<file path="config.mk">
export PLATFORM = sky130hd
export DESIGN_NAME = onewire_rom_search_engine_top
export DESIGN_NICKNAME = d
export VERILOG_FILES = /design/src/design/owsrch_pkg.sv /design/src/design/onewire_rom_search_engine_top.sv /design/src/design/owsrch_decide.sv
export SDC_FILE = /design/constraint.sdc
export NUM_CORES = 1
export LEC_CHECK = 0
export ABC_CLOCK_PERIOD_IN_PS = 9500
export BUFFER_PORTS_ARGS = -buffer_cell sky130_fd_sc_hd__buf_2
export CAP_MARGIN = 10
export CORE_ASPECT_RATIO = 1.5
export CORE_MARGIN = 8
export CORE_UTILIZATION = 56
export CTS_CLUSTER_SIZE = 10
export DETAILED_ROUTE_END_ITERATION = 10
export HOLD_SLACK_MARGIN = 0.03
export PLACE_DENSITY_LB_ADDON = 0.15
export SLEW_MARGIN = 15
export SYNTH_ARGS = -nofsm -noshare
export SYNTH_HDL_FRONTEND = slang
export SYNTH_SLANG_ARGS = --single-unit
</file>
<file path="constraint.sdc">
create_clock -name clk -period 9.5 [get_ports clk]
set_clock_uncertainty 0.15 [all_clocks]
set_input_delay 1.9 -clock clk [delete_from_list [all_inputs] [get_ports clk]]
set_output_delay 1.9 -clock clk [all_outputs]
set_load 0.005 [all_outputs]
</file>
<file path="src/design/owsrch_pkg.sv">
// Shared types and constants for the 1-Wire search ROM decision core.
`default_nettype none

package owsrch_pkg;

  localparam int ROM_BITS = 64;
  localparam int POS_W    = 7;
  localparam int BIT_W    = 6;

  // Position zero marks "no discrepancy recorded".
  localparam logic [POS_W-1:0] NO_POS    = 7'h00;
  localparam logic [POS_W-1:0] FIRST_POS = 7'd1;
  localparam logic [POS_W-1:0] LAST_POS  = 7'd64;

  typedef enum logic [1:0] {
    KIND_START = 2'd0,
    KIND_PAIR  = 2'd1,
    KIND_READ  = 2'd2
  } kind_t;

  typedef struct packed {
    logic [ROM_BITS-1:0] rom_bits;
    logic [POS_W-1:0]    pass_pos;
    logic [POS_W-1:0]    last_branch;
    logic [POS_W-1:0]    newest_zero;
    logic                finished;
  } search_state_t;

  typedef struct packed {
    logic direction;
    logic pass_done;
    logic no_device;
  } pair_result_t;

endpackage

`default_nettype wire

</file>
<file path="src/design/onewire_rom_search_engine_top.sv">
// Top level of the 1-Wire search ROM decision core: input stage, state, ROM table, result stage.
//
// Usage: every input beat is one of three kinds. A start beat clears the ROM under
// construction, the discrepancy tracking and the found count, so the ROM table reads as empty.
// A pair beat carries the id bit and complement bit read from the bus; its result beat gives
// the direction bit to write back, and at the 64th bit of a pass the finished ROM, which is
// also stored in the next free table entry. A 1/1 pair flags no_device and ends the
// search. A read beat returns the stored ROM at device_index (zero if never found).
// Every input beat yields exactly one result beat.
// Timing: a beat is registered in the input stage on acceptance, decided combinationally
// there and moves into the output register once that register is free. One beat per cycle
// is sustained while out_ready stays high; the single decision stage between input and
// output registers sets this.
// The table read uses the registered device_index and lands directly in the output stage.
// When out_ready is low the output register holds, the input stage fills, and in_ready
// drops only once both are occupied. Reset returns to the post-start state with both
// stages empty; the table needs no clearing pass since entries beyond the found count
// read as zero.
`default_nettype none

module onewire_rom_search_engine_top
  import owsrch_pkg::*;
#(
  parameter int TABLE_DEPTH = 8
) (
  input  wire logic        clk,
  input  wire logic        rst,
  input  wire logic        in_valid,
  output logic             in_ready,
  input  wire logic [1:0]  kind,
  input  wire logic        id_bit,
  input  wire logic        complement_bit,
  input  wire logic [2:0]  device_index,
  output logic             out_valid,
  input  wire logic        out_ready,
  output logic             direction,
  output logic             pass_done,
  output logic [63:0]      rom_value,
  output logic [3:0]       device_count,
  output logic             search_done,
  output logic             no_device
);

  localparam int AW = (TABLE_DEPTH > 1) ? $clog2(TABLE_DEPTH) : 1;
  localparam int CW = $clog2(TABLE_DEPTH + 1);

  // Input stage
  logic       s1_valid;
  kind_t      s1_kind;
  logic       s1_id;
  logic       s1_cmp;
  logic [2:0] s1_index;
  logic       s1_adv;
  logic       out_free;

  // Search state
  search_state_t st;
  search_state_t st_pair;
  search_state_t st_upd;
  pair_result_t  pair_res;
  logic [CW-1:0] found_count;
  logic [CW-1:0] found_count_next;
  logic          finished_next;
  logic          do_pair;
  logic          do_store;
  logic          do_read;

  logic [ROM_BITS-1:0] rom_table [TABLE_DEPTH];

  assign out_free = !out_valid || out_ready;
  assign s1_adv   = s1_valid && out_free;
  assign in_ready = !s1_valid || out_free;

  always_ff @(posedge clk) begin
    if (rst) begin
      s1_valid <= 1'b0;
    end else if (in_ready) begin
      s1_valid <= in_valid;
    end
  end

  always_ff @(posedge clk) begin
    if (in_valid && in_ready) begin
      s1_kind  <= kind_t'(kind);
      s1_id    <= id_bit;
      s1_cmp   <= complement_bit;
      s1_index <= device_index;
    end
  end

  owsrch_decide u_decide (
    .st             (st),
    .id_bit         (s1_id),
    .complement_bit (s1_cmp),
    .st_next        (st_pair),
    .res            (pair_res)
  );

  always_comb begin
    do_pair  = s1_adv && (s1_kind == KIND_PAIR) && !st.finished;
    do_store = do_pair && pair_res.pass_done && (int'(found_count) < TABLE_DEPTH);
    do_read  = s1_adv && (s1_kind == KIND_READ) && (int'(s1_index) < int'(found_count));
    found_count_next = do_store ? found_count + CW'(1) : found_count;
    finished_next    = st_pair.finished;
    if (do_pair && pair_res.pass_done && (int'(found_count_next) >= TABLE_DEPTH)) begin
      finished_next = 1'b1;
    end
    st_upd          = st_pair;
    st_upd.finished = finished_next;
  end

  always_ff @(posedge clk) begin
    if (rst || (s1_adv && s1_kind == KIND_START)) begin
      st.rom_bits    <= '0;
      st.pass_pos    <= FIRST_POS;
      st.last_branch <= NO_POS;
      st.newest_zero <= NO_POS;
      st.finished    <= 1'b0;
      found_count    <= '0;
    end else if (do_pair) begin
      st          <= st_upd;
      found_count <= found_count_next;
    end
  end

  // Entries at or above the found count are never returned, so the table needs no clear.
  always_ff @(posedge clk) begin
    if (do_store) begin
      rom_table[AW'(found_count)] <= st_pair.rom_bits;
    end
  end

  always_ff @(posedge clk) begin
    if (rst) begin
      out_valid <= 1'b0;
    end else if (out_free) begin
      out_valid <= s1_valid;
    end
  end

  always_ff @(posedge clk) begin
    if (s1_adv) begin
      direction    <= 1'b0;
      pass_done    <= 1'b0;
      no_device    <= 1'b0;
      rom_value    <= '0;
      device_count <= 4'(found_count);
      search_done  <= st.finished;
      case (s1_kind)
        KIND_START: begin
          device_count <= '0;
          search_done  <= 1'b0;
        end
        KIND_PAIR: begin
          if (do_pair) begin
            direction    <= pair_res.direction;
            pass_done    <= pair_res.pass_done;
            no_device    <= pair_res.no_device;
            device_count <= 4'(found_count_next);
            search_done  <= finished_next;
            if (pair_res.pass_done) begin
              rom_value <= st_pair.rom_bits;
            end
          end
        end
        KIND_READ: begin
          if (do_read) begin
            rom_value <= rom_table[AW'(s1_index)];
          end
        end
        default: begin
        end
      endcase
    end
  end

  // Checks on the search state and result consistency
  a_count_bound: assert property (@(posedge clk) disable iff (rst)
    int'(found_count) <= TABLE_DEPTH)
    else $error("found count beyond table depth");

  a_pos_range: assert property (@(posedge clk) disable iff (rst)
    (st.pass_pos >= FIRST_POS) && (st.pass_pos <= LAST_POS))
    else $error("bit position out of range");

  a_nodev_ends: assert property (@(posedge clk) disable iff (rst)
    out_valid && no_device |-> search_done && !pass_done && !direction)
    else $error("no-device beat without end of search");

  a_full_ends: assert property (@(posedge clk) disable iff (rst)
    (int'(found_count) == TABLE_DEPTH) |-> st.finished)
    else $error("full table but search still open");

  a_done_holds: assert property (@(posedge clk) disable iff (rst)
    st.finished && !(s1_adv && s1_kind == KIND_START) |=> st.finished)
    else $error("finished cleared without start");

endmodule

`default_nettype wire

</file>
<file path="src/design/owsrch_decide.sv">
// Per-bit branch decision of the search: picks the write-back bit and advances the pass.
`default_nettype none

module owsrch_decide
  import owsrch_pkg::*;
(
  input  search_state_t st,
  input  logic          id_bit,
  input  logic          complement_bit,
  output search_state_t st_next,
  output pair_result_t  res
);

  logic             conflict;
  logic             dir;
  logic [BIT_W-1:0] bit_idx;
  logic [POS_W-1:0] nz;

  always_comb begin
    conflict = ~id_bit & ~complement_bit;
    bit_idx  = BIT_W'(st.pass_pos - FIRST_POS);
    if (conflict) begin
      if (st.pass_pos < st.last_branch) begin
        dir = st.rom_bits[bit_idx];
      end else if (st.pass_pos == st.last_branch) begin
        dir = 1'b1;
      end else begin
        dir = 1'b0;
      end
    end else begin
      dir = id_bit;
    end
    // Every zero taken on a conflict becomes the newest open branch.
    nz = (conflict && !dir) ? st.pass_pos : st.newest_zero;
  end

  always_comb begin
    st_next = st;
    res     = '0;
    if (id_bit && complement_bit) begin
      // Nobody answered: abort the pass and end the search.
      st_next.finished    = 1'b1;
      st_next.pass_pos    = FIRST_POS;
      st_next.newest_zero = NO_POS;
      res.no_device       = 1'b1;
    end else begin
      res.direction             = dir;
      st_next.rom_bits[bit_idx] = dir;
      st_next.newest_zero       = nz;
      if (st.pass_pos == LAST_POS) begin
        res.pass_done       = 1'b1;
        st_next.pass_pos    = FIRST_POS;
        st_next.newest_zero = NO_POS;
        if (nz == NO_POS) begin
          st_next.finished = 1'b1;
        end else begin
          st_next.last_branch = nz;
        end
      end else begin
        st_next.pass_pos = st.pass_pos + FIRST_POS;
      end
    end
  end

endmodule

`default_nettype wire
</file>
==> results_dict.tcl, run 1 <==
set metrics [dict create \
    power.density_nw_per_um2 194 \
    hpwlAfterDp_mm 42.3 \
    reg2reg_slack_ns 3.86 \
    totalWireLength_mm 72.5 \
    utilization 0.631 \
    cts_post_setup_buffers_inserted 0 \
    worstSetupStartpointType "flop" \
    worstMarginPinSlew_ns 1.19 \
    max-cap-violations 0 \
    area.growth.synth_to_final_pct 11.7 \
    drtAntennaViolNets 0 \
    clk_path_buf_depth 3 \
    ir_drop_mv 0.154 \
    synth_edf_count 591 \
    finalNetCount 1902 \
    avgViaCountPerCell 6.56 \
    start_util 0.565 \
    holdWs_ns 0.352 \
    worst_ep_arrival_time_ns 5.76 \
    crit_path_end_kind "flop" \
    ios 85 \
    drt_iter0_drc 1706 \
    htreeDepth 3 \
    grt_overflow_total 0 \
    drive_gt1_frac 0.209 \
    whs_endpoint "st[8]" \
    dieArea_um2 58500 \
    ys_types 68 \
    clock_latency_ns 0.62 \
    status "finished, final reports clean" \
    fmax_mhz 177 \
    syn_area_per_cell_um2 15.7 \
    fillers 3649 \
    period_needed_ns 5.64 \
    die_y_um 292 \
    dp_slack_ns 3.87 \
    grt_max_degree 81 \
    root_buffer "clkbuf_16" \
    antenna_found_initial 0 \
    worstSetupStartpoint "st[16]" \
    r2r_end "rom_table[3][12]" \
    dp.cells 2465 \
    hp-start "st[8]" \
    async_reset_ff_frac 0 \
    grt_pass1_vias 17000 \
    numCtsBuffers 78 \
    hold_violations 0 \
    ys_warn_count 0 \
    grt_pass1_wl_mm 109 \
    routedWlPerCell_um 28.0 \
    slew_viol_final 0 \
    hp-class "reg2reg" \
    cts.sinks 686 \
    power.leakage_nw 10.2 \
    reg2reg_from "st[16]" \
    hold_buffers 0 \
    layout_common_cells "edfxtp_1 (591), o21ai_0 (164), mux4_2 (140)" \
    crit_type "reg2reg" \
    rsz0062_at_grt "no" \
    dr.pass1.iters 6 \
    cts_tree "yes" \
    slew_headroom 0.202 \
    post_cts_resized 0 \
    netlist_area_um2 28500 \
    layout_commonest_cell "edfxtp_1" \
    worstPathRequired_ns 9.62 \
    finalSetupViolCount 0 \
    num_rows 101 \
    ys.flop_type "edfxtp_1" \
    dieWidth_um 200 \
    globalRouteTotalUtil 0.245 \
    fin_cells 2588 \
    cp_max_fo 38 \
    gp_congestion 0.902 \
    synth_cells 1814 \
    period_share 0.594 \
    synth.net_count 1840 \
    layout_setup_ws_ns 3.86 \
    routed-via-count 17000 \
    yosys_register_bits 686 \
    core-area_um2 50400 \
    rr_worst_depth 10 \
    path_clk_slew_ns 0.06 \
    yosysSeqAreaShare 0.689 \
    min_path_cells 2 \
    port_buffers 84 \
    remaining_drc_errors 0 \
    n_antenna_cell 0 \
]
[kinds of logic (layout without fill, tap and decap cells)]
kind of cell,after synthesis,in the layout,share of synthesized area
adders and majority gates,15,15,0.00659
DFF,686,686,0.689
muxes,219,219,0.139
buffers and inverters,168,273,0.0235
xor gates and xnor gates,6,6,0.00211
and+or+nand+nor,319,319,0.0535
AOI/OAI and AO/OA,401,401,0.0864
[worst max-delay path: stages, from the launching register on]
cell and delay, ns:
dfxtp_1 0.64, inv_1 0.09, ha_1 0.38, xnor2_1 1.00, mux2i_1 0.31, a211oi_1 0.08, o221a_2 0.34, a41oi_4 0.24
nand2_2 0.57, buf_4 0.56, o31ai_1 0.87
[power breakdown]
group          internal, W  total, W  leakage [nW]  switching (W)
Combinational    0.0000739  0.000212          2.83       0.000138
Sequential         0.00325   0.00327          6.30      0.0000232
Clock              0.00157   0.00270          1.07        0.00112
[synth_stat cells, drive strengths merged, types with 3 or more instances]
cell type | count | share of area
nor3b | 4 | 0.0011
mux2 | 4 | 0.0016
buf | 40 | 0.0066
xnor2 | 5 | 0.0015
edfxtp | 591 | 0.62
dfxtp | 95 | 0.067
or2 | 5 | 0.0011
o41ai | 4 | 0.0023
o31ai | 65 | 0.017
or3 | 3 | 0.00066
a22o | 7 | 0.0022
nand2b | 10 | 0.0022
nand4 | 7 | 0.0015
a2bb2o | 3 | 0.0011
nor2 | 97 | 0.013
and3 | 4 | 0.00088
nor4 | 5 | 0.0011
clkbuf | 106 | 0.014
a21o | 4 | 0.0011
nor3 | 13 | 0.0026
mux2i | 75 | 0.026
nor2b | 5 | 0.0011
a211oi | 3 | 0.00079
nand3b | 6 | 0.0016
a31oi | 4 | 0.00088
or3b | 3 | 0.00092
o21ai | 164 | 0.029
nand3 | 81 | 0.014
o211ai | 8 | 0.0023
o22ai | 30 | 0.0066
inv | 22 | 0.0029
ha | 15 | 0.0066
a21oi | 83 | 0.015
nand2 | 66 | 0.0087
mux4 | 140 | 0.11
[routing by layer]
layer,GRT usage,vias up,share of wire
met1,0.314,8654,0.39
met5,0,-,0
met2,0.406,831,0.50
met4,0.112,0,0.042
li1,-,7320,-
met3,0.0422,184,0.071
[flip-flops by register name, indices dropped and copies added, names as in the netlist, named ones only]
name,cells
rom_value,64
s1_cmp,1
out_valid,1
rom_table,512
pass_done,1
device_count,4
st,86
no_device,1
s1_kind,2
s1_valid,1
search_done,1
direction,1
s1_id,1
found_count,4
s1_index,3
[layout make-up]
type	instances	area [µm²]	share of cell area
flip-flops and latches	686	19700	0.618
multi-input cells	960	8270	0.260
inverters	22	82.6	0.00259
clock buffers	120	2190	0.0689
well taps	669	837	0.0263
clock inverters	3	33.8	0.00106
repair buffers	128	751	0.0236
[how the worst max path moves through the flow]
stage                             to  cells past startpoint
floorplan            rom_table[0][0]                      8
global placement    rom_table[3][27]                      9
detailed placement  rom_table[3][27]                      9
CTS                 rom_table[3][12]                     10
global route         rom_table[5][3]                     10
finish              rom_table[3][12]                     10
[per-stage QoR]
step	total power, W	setup TNS (ns)	instance area (µm²)
after global placement	0.00355	0	29600
after CTS	0.00622	0	31800
after global routing	0.00633	0	31800
after floorplan	0.00347	-53.60	28500
final	0.00618	0	31800
after detailed placement	0.00355	0	29600
Power figures use the tool's default switching activity.
==> run 2: changes to the inputs <==
--- a/config.mk
+++ b/config.mk
@@ -5,12 +5,12 @@
 export SDC_FILE = /design/constraint.sdc
 export NUM_CORES = 1
 export LEC_CHECK = 0
-export ABC_CLOCK_PERIOD_IN_PS = 9500
+export ABC_CLOCK_PERIOD_IN_PS = 5590
 export BUFFER_PORTS_ARGS = -buffer_cell sky130_fd_sc_hd__buf_2
 export CAP_MARGIN = 10
 export CORE_ASPECT_RATIO = 1.5
 export CORE_MARGIN = 8
-export CORE_UTILIZATION = 56
+export CORE_UTILIZATION = 62
 export CTS_CLUSTER_SIZE = 10
 export DETAILED_ROUTE_END_ITERATION = 10
 export HOLD_SLACK_MARGIN = 0.03
==> constraint.sdc (replaced) <==
create_clock -name clk -period 5.59 [get_ports clk]
set_clock_uncertainty 0.15 [all_clocks]
set_input_delay 1.118 -clock clk [delete_from_list [all_inputs] [get_ports clk]]
set_output_delay 1.118 -clock clk [all_outputs]
set_load 0.005 [all_outputs]
==> results_dict.tcl, run 2 (synthesis gave the netlist of run 1 again) <==
set metrics [dict create \
    status "finished, final reports clean" \
    finalNetCount 1914 \
    hp-start "st[8]" \
    cts.sinks 686 \
    remaining_drc_errors 0 \
    combPwrFrac 0.035 \
    period_share 0.827 \
    layout_commonest_cell "edfxtp_1" \
    hold_violations 0 \
    clkPwrFrac 0.432 \
    internal_power_w 0.00826 \
    r2r_end "rom_table[4][7]" \
    switching_share 0.209 \
    core-area_um2 45500 \
    path_clk_slew_ns 0.06 \
    period_needed_ns 4.62 \
    rr_worst_depth 10 \
    largest_reg_flops 512 \
    layout_common_cells "edfxtp_1 (591), o21ai_0 (164), mux4_2 (140)" \
    crit_type "reg2reg" \
    worstMarginPinSlew_ns 1.28 \
    max-cap-violations 0 \
    gp_congestion 0.928 \
    drive_gt1_frac 0.214 \
    worstPathRequired_ns 5.71 \
    final_area_um2 31900 \
    seq_power_share 0.533 \
    rsz0062_at_grt "no" \
    drtAntennaViolNets 0 \
    finalSetupViolCount 0 \
    clk_path_buf_depth 3 \
    worstSetupStartpointType "flop" \
    cts_tree "yes" \
    worst_ep_arrival_time_ns 4.74 \
    globalRouteTotalUtil 0.269 \
    cp_max_fo 17 \
    clock_latency_ns 0.60 \
    fmax_mhz 216 \
    ios 85 \
    power.leakage_nw 10.3 \
    cts_post_setup_buffers_inserted 0 \
    top_regs "rom_table: 512 flops, st: 86 flops, rom_value: 64 flops" \
    dr.pass1.iters 6 \
    area.growth.synth_to_final_pct 12.0 \
    reg2reg_slack_ns 0.97 \
    numCtsBuffers 78 \
    start_util 0.626 \
    p_sw_w 0.00219 \
    grt_max_degree 71 \
    n_antenna_cell 0 \
    antenna_found_initial 0 \
    ir_drop_mv 0.306 \
    hpwlAfterDp_mm 41.8 \
    slew_viol_final 0 \
    fin_cells 2516 \
    num_rows 96 \
    min_path_cells 2 \
    grt_pass1_wl_mm 108 \
    grt_overflow_total 0 \
    hold_buffers 0 \
    totalWireLength_mm 71.1 \
    dp.cells 2395 \
    regMostFlops "rom_table" \
    port_buffers 84 \
    reg2reg_from "st[15]" \
    whs_endpoint "st[8]" \
    die_y_um 279 \
    avgViaCountPerCell 6.84 \
    routedWlPerCell_um 28.3 \
    utilization 0.701 \
    routed-via-count 17200 \
    dieWidth_um 191 \
    dieArea_um2 53200 \
    drt_iter0_drc 1580 \
    power.density_nw_per_um2 327 \
    crit_path_end_kind "flop" \
    post_cts_resized 0 \
    slew_headroom 0.144 \
    grt_pass1_vias 17600 \
    placed_area_um2 29700 \
    hp-class "reg2reg" \
    htreeDepth 3 \
    root_buffer "clkbuf_16" \
]
-- run 2: stage by stage --
stage	hold WS [ns]	TNS (ns)	setup WS [ns]	total power [W]
after detailed placement	0.321	0	1.02	0.00604
final	0.334	0	0.970	0.0104
after floorplan	0.287	-473.38	-1.89	0.00590
after global placement	0.316	0	1.31	0.00604
after global routing	0.344	0	0.676	0.0107
after CTS	0.331	0	1.06	0.0105
-- run 2: routing by layer --
metal	track usage	vias up	part of all wire
met1	0.340	8769	0.37
li1	-	7344	-
met5	0	-	0
met4	0.125	0	0.041
met3	0.0428	173	0.080
met2	0.451	934	0.51
-- run 2: power by group through the flow --
| stage | Clock, W | Sequential, W | Combinational, W |
|---|---|---|---|
| final | 0.00451 | 0.00557 | 0.000365 |
| after global routing | 0.00476 | 0.00557 | 0.000385 |
| after CTS | 0.00455 | 0.00557 | 0.000366 |
| after detailed placement | 0 | 0.00568 | 0.000365 |
| after global placement | 0 | 0.00568 | 0.000362 |
| after floorplan | 0 | 0.00564 | 0.000265 |
-- run 2: layout make-up --
cell class | instances | area (µm²)
Clock buffer | 113 | 2100
Tap cell | 588 | 736
Inverter | 22 | 82.6
Sequential cell | 686 | 19700
Timing Repair Buffer | 140 | 948
Multi-Input combinational cell | 960 | 8300
Fill cell | 2940 | 13600
Clock inverter | 7 | 95.1
-- run 2: worst max path at each step --
| stage | startpoint | cells past startpoint | slack, ns | endpoint |
|---|---|---|---|---|
| global placement | st[15] | 10 | 1.31 | rom_table[6][59] |
| detailed placement | st[15] | 10 | 1.02 | rom_table[7][59] |
| global route | st[15] | 10 | 0.68 | rom_table[4][59] |
| floorplan | out_ready | 8 | -1.89 | rom_table[2][0] |
| CTS | st[15] | 10 | 1.06 | rom_table[4][59] |
| finish | st[15] | 10 | 0.97 | rom_table[4][7] |
-- run 2: worst max-delay path: stages, from the launching register on --
cell	delay, ns
dfxtp_1	0.32
inv_2	0.06
ha_1	0.48
xor2_2	0.74
mux4_2	0.35
a211oi_1	0.08
o221a_2	0.33
a41oi_4	0.23
nand2_2	0.32
buf_4	0.38
o31ai_1	0.82
